File: config.mk
export PLATFORM = sky130hd
export DESIGN_NAME = taps_div
export DESIGN_NICKNAME = d
export VERILOG_FILES = /design/src/taps_div.sv
export SDC_FILE = /design/constraint.sdc
export NUM_CORES = 1
export LEC_CHECK = 0
export BUFFER_PORTS_ARGS = -buffer_cell sky130_fd_sc_hd__buf_2
export CORE_UTILIZATION = 50
export CTS_BUF_LIST = sky130_fd_sc_hd__clkbuf_4
export CTS_CLUSTER_SIZE = 28
export DETAILED_ROUTE_END_ITERATION = 16
export PLACE_DENSITY = 0.65
export SLEW_MARGIN = 5
export SYNTH_ARGS = -nofsm -noshare
export SYNTH_HDL_FRONTEND = slang
export SYNTH_SLANG_ARGS = --single-unit
File: constraint.sdc
create_clock -name clk -period 5.3 [get_ports clk]
set_input_delay 0.795 -clock clk [delete_from_list [all_inputs] [get_ports clk]]
set_output_delay 0.795 -clock clk [all_outputs]
set_load 0.02 [all_outputs]
File: src/taps_div.sv
// Pipelined restoring divider, one quotient bit per register stage.
// Standalone; used by the position solver for all of its divisions.
module taps_div #(
  parameter int NW = 8,
  parameter int DW = 8,
  parameter int QW = 8,
  parameter int PW = 1
) (
  input  logic          clk,
  input  logic          rst,
  input  logic          en,
  input  logic          in_valid,
  input  logic [NW-1:0] num,
  input  logic [DW-1:0] den,
  input  logic [PW-1:0] in_side,
  output logic          out_valid,
  output logic [QW-1:0] quo,
  output logic [PW-1:0] out_side
);

  // The quotient is known to fit in QW bits, so the bits of the dividend
  // above QW start out as a partial remainder below the divisor.
  logic [QW-1:0] v;
  logic [DW-1:0] rem_q [QW];
  logic [QW-1:0] work_q [QW];
  logic [DW-1:0] den_q [QW];
  logic [PW-1:0] side_q [QW];
  logic [DW-1:0] rem_next [QW];
  logic [QW-1:0] work_next [QW];

  always_comb begin
    logic [DW-1:0] cur_rem;
    logic [QW-1:0] cur_work;
    logic [DW-1:0] cur_den;
    logic [DW:0]   trial;
    logic [DW:0]   diff;
    logic          take;
    for (int k = 0; k < QW; k++) begin
      if (k == 0) begin
        cur_rem  = DW'(num >> QW);
        cur_work = num[QW-1:0];
        cur_den  = den;
      end else begin
        cur_rem  = rem_q[k-1];
        cur_work = work_q[k-1];
        cur_den  = den_q[k-1];
      end
      trial        = {cur_rem, cur_work[QW-1]};
      diff         = trial - {1'b0, cur_den};
      take         = !diff[DW];
      rem_next[k]  = take ? diff[DW-1:0] : trial[DW-1:0];
      work_next[k] = (cur_work << 1) | QW'(take);
    end
  end

  always_ff @(posedge clk) begin
    if (rst) begin
      v <= '0;
    end else if (en) begin
      v <= QW'({v, in_valid});
    end
  end

  always_ff @(posedge clk) begin
    if (en) begin
      den_q[0]  <= den;
      side_q[0] <= in_side;
      for (int k = 1; k < QW; k++) begin
        den_q[k]  <= den_q[k-1];
        side_q[k] <= side_q[k-1];
      end
      for (int k = 0; k < QW; k++) begin
        rem_q[k]  <= rem_next[k];
        work_q[k] <= work_next[k];
      end
    end
  end

  assign out_valid = v[QW-1];
  assign quo       = work_q[QW-1];
  assign out_side  = side_q[QW-1];

endmodule

==> impl_results.md <==
* P_int at 0.003173 W
* Setup Buffers After CTS at 0
* Layout cells sized above 1 at 17.33%
* Worst-path clk slew at 0.16 ns
* Post-layout nets at 752
* Top post-synthesis cells by count: 184 x edfxtp_1, 74 x inv_1, 57 x ha_1
* EDFF count, synth at 184
* CORE AREA at 17360 µm²
* CP most frequent cell: inv_1
* Drt total wl at 13.13 mm
* Combinational power share at 34.3%
* Final-report hold violation count at 0
* Setup_tns at 0 ns
* Mean Syn Cell Area at 14.26 µm²
* Slew margin rel. at 31.85%
* Asr flop ratio synth at 0%
* GPL Wtd Cong at 0.8620
* Yosys cell types at 48
* Die area at 18360 µm²
* Data arrival, critical path at 3.11 ns
* P_sw at 0.001382 W
* Primary FF master, synth: edfxtp_1
* Gate Count Post-Synth at 625
* Minimum clock period after layout at 2.770 ns
* Clock sink total at 192
* Switching share of power at 30.34%
* Most area-hungry cell type in the Yosys netlist: edfxtp_1
* Boundary Pins at 31
* Root buffer cell: clkbuf_4
* Slew @ Worst Pin at 1.022 ns
* Worst Path Max Fanout at 9
* Seq pwr share at 47.5%
* Tcrit/Tclk final at 52.27%
* Synth top area share at 62.00%
* CTS max path bufs at 2
* Vias post-DR at 4723
* Fillers at 1432
* Design Area, Final at 9612 µm²
* Ys Warns at 0
* Final Setup Violations at 0
* Antenna Nets Post-Route at 0
* CTS tree: yes
* Critical path launch point type: flip-flop
* Max-slew violation count at 0
* Port buffer count at 30
* Crit-path leading delay family: compound AO/OA/AOI/OAI gates
* Min Hold Slack at 0.3687 ns
* CP max stage delay at 0.43 ns
* Placed Cells incl. Taps at 874
* Drt wl/cell at 14.48 µm
* First-pass GRT wire length at 22.14 mm
* Mapped cell area at 8912 µm²
* Cts repair resizes at 0
* Antenna violations before repair at 1
* Worst setup path class: flip-flop to flip-flop
* Status: finished clean
* Final non-filler cell total at 907
* #FFs+latches synth at 192
* 1st-pass router iterations at 5
* CTS Buf Count at 17
* Post-DP HPWL at 9.191 mm
* RSZ-0062 raised after global routing: false
* Clock power share at 18.2%
* Vias in the first global route at 4926
* Crit. End Element: flip-flop
* WP data required at 5.64 ns
* H-tree levels at 4
* Max Clk Rate at 361.0 MHz
* Post-CTS Hold Buffers at 0
* Most frequent cell after synthesis: edfxtp_1
* GRT Residual Overflow at 0
* Min-delay worst type: input pin to flip-flop
* Worst path bufs/invs at 2
* Crit-path cells: inv_1, ha_1, inv_1, fa_1, a21o_1, a21oi_1, o31ai_1, xor2_2, mux2_2
* Die Height at 135.5 µm
* Power Density at 474.0 nW/µm²
* Area growth syn-to-layout at 7.848%
* Leakage power at 3.829 nW
* Starting utilization of the core area at 51.35%
* DIE WIDTH at 135.5 µm
* Largest cells by area after synthesis: edfxtp_1 62%, ha_1 8.0%, mux2_2 4.2%
* Clk_lat worst skew at 0.59 ns
* CP max-delay cell: xor2_2
* Total GRT Usage at 15.82%
* Area post-placement at 9308 µm²
* VDD IR max at 0.0002606 V
* Vias per cell at 5.207
* DRC at 0
* Row count at 48
* Maxcap violations at 0
* Post-synthesis sequential area ratio at 63.79%
* Largest net degree at the start of global routing at 129
* DR iter-0 viols at 246
* Clock Skew at 0.02532 ns
[routing by layer]
layer | track usage [%] | part of all wire [%]
met1 | 16.13 | 39
met5 | 0 | 0
met4 | 6.804 | 2.1
met3 | 3.629 | 2.4
met2 | 30.48 | 57
[final timing paths]
path              depth (start not counted)  slack (ns)           from       endpoint
hold reg to reg                           0        0.42  work_q[0][14]  work_q[0][23]
setup reg to reg                          9        2.53   work_q[0][7]    rem_q[1][4]
hold / removal                            1        0.37         num[4]   work_q[0][5]
setup / recovery                          9        2.53   work_q[0][7]    rem_q[1][4]
[metrics by stage]
stage          total power [W]  worst slack (ns)  utilization (%)
4_1_cts               0.004595             2.502            55.36
3_3_place_gp          0.003692             2.599            53.63
2_1_floorplan         0.003436             2.824                -
6_report              0.004555             2.530            55.38
5_1_grt               0.004846             2.308            55.38
3_5_place_dp          0.003760             2.529            53.63
[registers in the layout, summed over array words and instances (netlist names)]
signal,flops
side_q,8
den_q,56
rem_q,56
work_q,64
v,8
[cell usage in the layout, fill, tap and decap left out, types with 3 or more instances in the layout]
cell type / netlist / final
a2111oi_0: 3 / 3
a211oi_1: 12 / 12
a21o_1: 5 / 5
a21oi_1: 34 / 34
buf_2: 0 / 29
bufinv_16: 0 / 3
clkbuf_4: 0 / 19
conb_1: 1 / 3
dfxtp_1: 8 / 8
edfxtp_1: 184 / 184
fa_1: 6 / 6
ha_1: 57 / 57
inv_1: 74 / 74
inv_4: 1 / 5
mux2_2: 33 / 33
mux2_4: 6 / 6
mux2i_1: 21 / 21
nand2_1: 19 / 19
nand2b_1: 11 / 11
nand3_1: 12 / 12
nand4_1: 3 / 3
nand4b_1: 3 / 3
nor2_1: 30 / 30
nor2b_1: 6 / 6
nor3_1: 7 / 7
o21a_1: 3 / 3
o21ai_0: 14 / 14
o22ai_1: 6 / 6
or2_2: 6 / 6
xnor2_1: 15 / 15
xor2_1: 13 / 13
[power by group through the flow]
stage	Clock (W)	Combinational [W]	Sequential (W)
after floorplan	0	0.00128	0.00216
after global placement	0	0.00150	0.00220
after detailed placement	0	0.00156	0.00221
after CTS	0.000858	0.00157	0.00217
after global routing	0.000918	0.00173	0.00220
final	0.000829	0.00156	0.00217
[cells by family (layout without fill, tap and decap cells)]
group | after synthesis | after routing | synth area share (%)
buf+inv | 85 | 139 | 3.945
simple gates | 108 | 108 | 6.248
other cells | 1 | 4 | 0.04208
mux | 60 | 60 | 7.539
xor+xnor | 30 | 30 | 3.117
flops | 192 | 192 | 63.79
fa+ha+maj | 63 | 63 | 9.350
compound gates | 86 | 86 | 5.967
[area by class of cell]
type / instances / area [µm²] / share of cell area [%]
Timing Repair Buffer: 32 / 173.9 / 1.809
Inverter: 75 / 284.0 / 2.955
Sequential cell: 192 / 5685 / 59.15
Multi-Input combinational cell: 350 / 2883 / 29.99
Antenna cell: 1 / 2.502 / 0.02603
Clock inverter: 13 / 158.9 / 1.653
Clock buffer: 19 / 142.6 / 1.484
Tap cell: 225 / 281.5 / 2.929
Power figures use the tool's default switching activity.
