===== src/taps_sqrt.sv =====
// Pipelined integer square root (floor), one result bit per register stage.
// Standalone; used by the position solver for d and h.
module taps_sqrt #(
  parameter int RW = 8,
  parameter int PW = 1
) (
  input  logic            clk,
  input  logic            rst,
  input  logic            en,
  input  logic            in_valid,
  input  logic [2*RW-1:0] rad,
  input  logic [PW-1:0]   in_side,
  output logic            out_valid,
  output logic [RW-1:0]   root,
  output logic [PW-1:0]   out_side
);

  logic [RW-1:0]   v;
  logic [RW+1:0]   rem_q [RW];
  logic [RW-1:0]   root_q [RW];
  logic [2*RW-1:0] work_q [RW];
  logic [PW-1:0]   side_q [RW];
  logic [RW+1:0]   rem_next [RW];
  logic [RW-1:0]   root_next [RW];
  logic [2*RW-1:0] work_next [RW];

  always_comb begin
    logic [RW+1:0]   cur_rem;
    logic [RW-1:0]   cur_root;
    logic [2*RW-1:0] cur_work;
    logic [RW+1:0]   trial_rem;
    logic [RW+1:0]   trial_sub;
    logic [RW+2:0]   diff;
    logic            take;
    for (int k = 0; k < RW; k++) begin
      if (k == 0) begin
        cur_rem  = '0;
        cur_root = '0;
        cur_work = rad;
      end else begin
        cur_rem  = rem_q[k-1];
        cur_root = root_q[k-1];
        cur_work = work_q[k-1];
      end
      // Bring down the next two radicand bits and try root*4+1.
      trial_rem    = {cur_rem[RW-1:0], cur_work[2*RW-1 -: 2]};
      trial_sub    = {cur_root, 2'b01};
      diff         = {1'b0, trial_rem} - {1'b0, trial_sub};
      take         = !diff[RW+2];
      rem_next[k]  = take ? diff[RW+1:0] : trial_rem;
      root_next[k] = (cur_root << 1) | RW'(take);
      work_next[k] = cur_work << 2;
    end
  end

  always_ff @(posedge clk) begin
    if (rst) begin
      v <= '0;
    end else if (en) begin
      v <= RW'({v, in_valid});
    end
  end

  always_ff @(posedge clk) begin
    if (en) begin
      side_q[0] <= in_side;
      for (int k = 1; k < RW; k++) begin
        side_q[k] <= side_q[k-1];
      end
      for (int k = 0; k < RW; k++) begin
        rem_q[k]  <= rem_next[k];
        root_q[k] <= root_next[k];
        work_q[k] <= work_next[k];
      end
    end
  end

  assign out_valid = v[RW-1];
  assign root      = root_q[RW-1];
  assign out_side  = side_q[RW-1];

endmodule


===== config.mk =====
export PLATFORM = sky130hd
export DESIGN_NAME = taps_sqrt
export DESIGN_NICKNAME = d
export VERILOG_FILES = /design/src/taps_sqrt.sv
export SDC_FILE = /design/constraint.sdc
export NUM_CORES = 1
export LEC_CHECK = 0
export ABC_CLOCK_PERIOD_IN_PS = 1890
export BUFFER_PORTS_ARGS = -buffer_cell sky130_fd_sc_hd__buf_2
export CAP_MARGIN = 20
export CORE_UTILIZATION = 55
export DETAILED_ROUTE_END_ITERATION = 16
export GPL_ROUTABILITY_DRIVEN = 0
export GPL_TIMING_DRIVEN = 1
export PLACE_DENSITY = 0.86
export SETUP_SLACK_MARGIN = 0.15
export SLEW_MARGIN = 40
export SYNTH_ARGS = -nofsm -noshare
export SYNTH_HDL_FRONTEND = slang
export SYNTH_SLANG_ARGS = --single-unit

===== constraint.sdc =====
create_clock -name clk -period 1.89 [get_ports clk]
set_input_delay 0.378 -clock clk [delete_from_list [all_inputs] [get_ports clk]]
set_output_delay 0.378 -clock clk [all_outputs]
set_load 0.01 [all_outputs]

==> results.txt <==
----------------------------------------------------
[Run]
  Total of max-cap violations ... 0

[Cells and area]
  Antenna diode count ... 0
  Area used by multi-input combinational logic ... 2340 um2
  Finished Cell Area ... 8750 um2
  Number of inserted filler cells in the final layout ... 634
  Layout overhead on the synthesized area ... 31.4%
  Layout cells sized above 1 ... 0.386
  Total area of sequential cells ... 4630 um2
  Final #Nets ... 633

[Synthesis]
  Library cell occupying the most area in the post-synthesis netlist ... edfxtp_1
  Sequential cell area fraction in the yosys report ... 0.696
  Post-synth EDFFs ... 149
  Total nets after synthesis ... 515
  Most frequent cells after synthesis ... edfxtp_1 (149), inv_1 (53), ha_1 (35), nor2_1 (32), o21ai_0 (23)
  Distinct cells, synth ... 46
  Average cell area after synthesis ... 14.5 um2
  Post-Syn Instances ... 459
  Area fraction of the dominant cell type after synthesis ... 0.672
  Commonest register cell after synthesis ... edfxtp_1
  Post-Syn Area ... 6660 um2
  Asr flop ratio synth ... 0
  Number of synthesized register bits ... 157
  Largest cells by area after synthesis ... edfxtp_1 (67%), ha_1 (6.6%), inv_1 (3.0%), dfxtp_1 (2.4%), xnor2_1 (2.4%)
  Most frequently used cell type in the post-synthesis netlist ... edfxtp_1
  Number of warnings issued by yosys ... 0

[Clock network]
  Clock Tree Buf Depth ... 2
  Skew-Pair Late Insertion Delay ... 0.43 ns
  Clock-pin slew reported for the worst setup and hold paths after clock tree synthesis ... 0.06 ns
  Clock tree from TritonCTS ... done
  CTS Sinks ... 157
  Count of hold buffers inserted by post-cts repair ... 0
  H-Tree Depth ... 4
  Number of buffers created by CTS ... 17
  Library cell used as clock root buffer ... clkbuf_16

[Floorplanning]
  Floorplan die area ... 12600 um2
  Standard cell core area ... 11600 um2
  Core Rows ... 39
  # IOs ... 31
  Y dimension of the die ... 112 um
  Initial standard-cell utilization of the core ... 0.573
  Width of the chip ... 112 um

[Pwr]
  Total leakage power ... 0.00348 uW
  Relative contribution of the clock network to total power ... 0.339
  Worst VDD drop ... 0.825 mV
  Internal Power ... 7390 uW
  Relative contribution of combinational cells to total power ... 0.208
  Total Power Consumption ... 9860 uW
  Power density of the placed cells ... 1130 nW/um2
  Sw Ratio ... 0.251
  Net switching power ... 2470 uW
  Sequential cell fraction of total power ... 0.453

[Critical path]
  Critical-path top delay cell ... edfxtp_1
  Largest incremental delay on the critical path ... 0.43 ns
  Sum of buffers and inverters on the critical path ... 0
  Endpoint arrival time on the critical path ... 2.28 ns
  R2r setup slk ... -0.22 ns
  Data required, critical path ... 2.06 ns
  Max FO, Critical Path ... 6
  Setup crit start kind ... flip-flop
  Worst r2r path cells ... 6
  R2R Path End ... rem_q[6][4]$_DFFE_PP_
  Worst r2r src ... rem_q[5][0]$_DFFE_PP_
  Critical path depth ... 6
  Top Family by Delay on Critical Path ... compound AO/OA/AOI/OAI gates
  Crit end category ... flip-flop
  Cells traversed along the worst timing path ... ha_4, nor2b_4, o31ai_4, a21oi_2, a41o_4, mux2_4
  Setup Crit Path Kind ... reg -> reg

[Route]
  1st-iter DRT viols ... 234
  Post-route DRC ... 1
  Drt via density ... 5.58
  Via total after detailed routing ... 4089
  Total Routed Length ... 13300 um
  Routed wire length per instance ... 18.2 um
  Final antenna-violating net count ... 0
  First-pass detailed-route iteration total ... 14

[STA]
  Final WS setup ... -0.222 ns
  Max Transition Viols Final ... 0
  Unrepaired setup endpoints after global routing ... yes
  Setup skew after layout ... 0.00451 ns
  Hold Vio Cnt, Final ... 0
  Post-route clock period utilization ... 1.12
  Final critical path time including I/O delays and setup ... 2.11 ns
  Endpoints failing setup ... 30
  Highest achievable clock rate ... 474 MHz

[Status]
  Violated checks ... design-rule violations, negative setup slack
  Result of the run ... finished, violations left

[Place]
  Half-perimeter wire length after placement ... 6710 um
  Pre-CTS setup slack ... -0.209 ns
  IO Port Bufs ... 30
  Placed standard-cell area ... 7360 um2

[Hold path]
  Hold path start ... rad[12]
  Worst min-delay path class ... in -> reg
  Worst Hold Path EP ... work_q[0][12]$_DFFE_PP_
  Hold Crit Depth ... 1

[Global routing]
  First-pass GRT wire length ... 19100 um
  Vias in the first global route ... 4213
  Global-route usage over all layers ... 0.204
  Initial antenna violation count ... 0
  Pin count of the biggest net entering global routing ... 49
  Sum of overflow across all layers after global routing ... 0

----------------------------------------------------
==> area by class of cell <==
class,instances,area share
inverters,53,0.0227
multi-input cells,246,0.268
repair buffers,102,0.0921
clock buffers,22,0.0542
well taps,143,0.0205
clock inverters,10,0.0129
flip-flops and latches,157,0.530
==> worst reg2reg max path: stages, from the launching register on <==
cell and delay, ns:
edfxtp_1 0.43, ha_4 0.31, nor2b_4 0.20, o31ai_4 0.08, a21oi_2 0.21, a41o_4 0.31, mux2_4 0.32
==> through the flow <==
step	hold slack, ns	cells	utilization	setup TNS (ns)
2_1_floorplan	0.400	459	-	-0.780
3_3_place_gp	0.400	658	0.634	-1.02
3_5_place_dp	0.405	658	0.634	-1.97
4_1_cts	0.107	712	0.719	-1.36
5_1_grt	0.109	733	0.753	-4.40
6_report	0.120	733	0.753	-2.77
==> placed cells by master (no fill, tap or decap), types with 7 or more instances in the layout <==
cell type,Yosys,layout
nor3_1,12,7
xnor2_1,18,13
clkbuf_16,0,17
inv_2,0,11
buf_4,0,50
buf_2,1,29
dfxtp_1,8,8
inv_1,53,42
mux2_4,4,11
nor2_1,32,31
edfxtp_1,149,149
buf_6,1,20
o21a_1,7,7
o21ai_2,0,8
ha_4,0,12
mux2i_1,11,11
o21ai_0,23,7
ha_1,35,19
nand2_1,19,13
==> worst max-delay path by stage <==
stage	start	endpoint	slack [ns]
global route	rem_q[5][2]$_DFFE_PP_	rem_q[6][3]$_DFFE_PP_	-0.26
global placement	rem_q[5][0]$_DFFE_PP_	rem_q[6][2]$_DFFE_PP_	-0.14
finish	rem_q[5][0]$_DFFE_PP_	rem_q[6][4]$_DFFE_PP_	-0.22
detailed placement	rem_q[5][2]$_DFFE_PP_	rem_q[6][4]$_DFFE_PP_	-0.21
floorplan	root_q[0][24]$_DFFE_PP_	rem_q[4][2]$_DFFE_PP_	-0.13
CTS	rem_q[5][1]$_DFFE_PP_	rem_q[6][7]$_DFFE_PP_	-0.12
==> timing repair <==
action / in CTS / in global routing
cloned: 2 / 0
buffers inserted: 20 / 21
pin swaps: 29 / 33
endpoints found under the setup margin: 39 / 44
gates resized for setup: 59 / 59
hold endpoints to repair: 0 / 0
==> flip-flops by register name, indices dropped and copies added (netlist names) <==
name    count
work_q     56
rem_q      49
root_q     36
side_q      8
v           8
==> kinds of logic after synthesis <==
| group | Yosys count | share of synthesized area |
|---|---|---|
| AO/OA/AOI/OAI | 67 | 0.0631 |
| XOR/XNOR | 24 | 0.0316 |
| other | 1 | 0.000563 |
| AND/OR/NAND/NOR | 96 | 0.0722 |
| buffers and inverters | 57 | 0.0334 |
| adder cells (fa/ha/maj) | 35 | 0.0658 |
| flip-flops | 157 | 0.696 |
| multiplexers | 22 | 0.0374 |
==> routing by layer <==
metal,routed length (um),global-route usage
met1,4580,0.193
met2,7720,0.391
met3,456,0.0454
met4,548,0.136
met5,0,0
==> power by group through the flow <==
| stage | Sequential, uW | Clock (uW) | Combinational [uW] |
|---|---|---|---|
| finish | 4470 | 3340 | 2050 |
| global route | 4490 | 3520 | 2190 |
| CTS | 4440 | 3370 | 1670 |
| detailed placement | 4500 | 0 | 1370 |
| global placement | 4470 | 0 | 1270 |
| floorplan | 4460 | 0 | 954 |
Power figures use the tool's default switching activity.
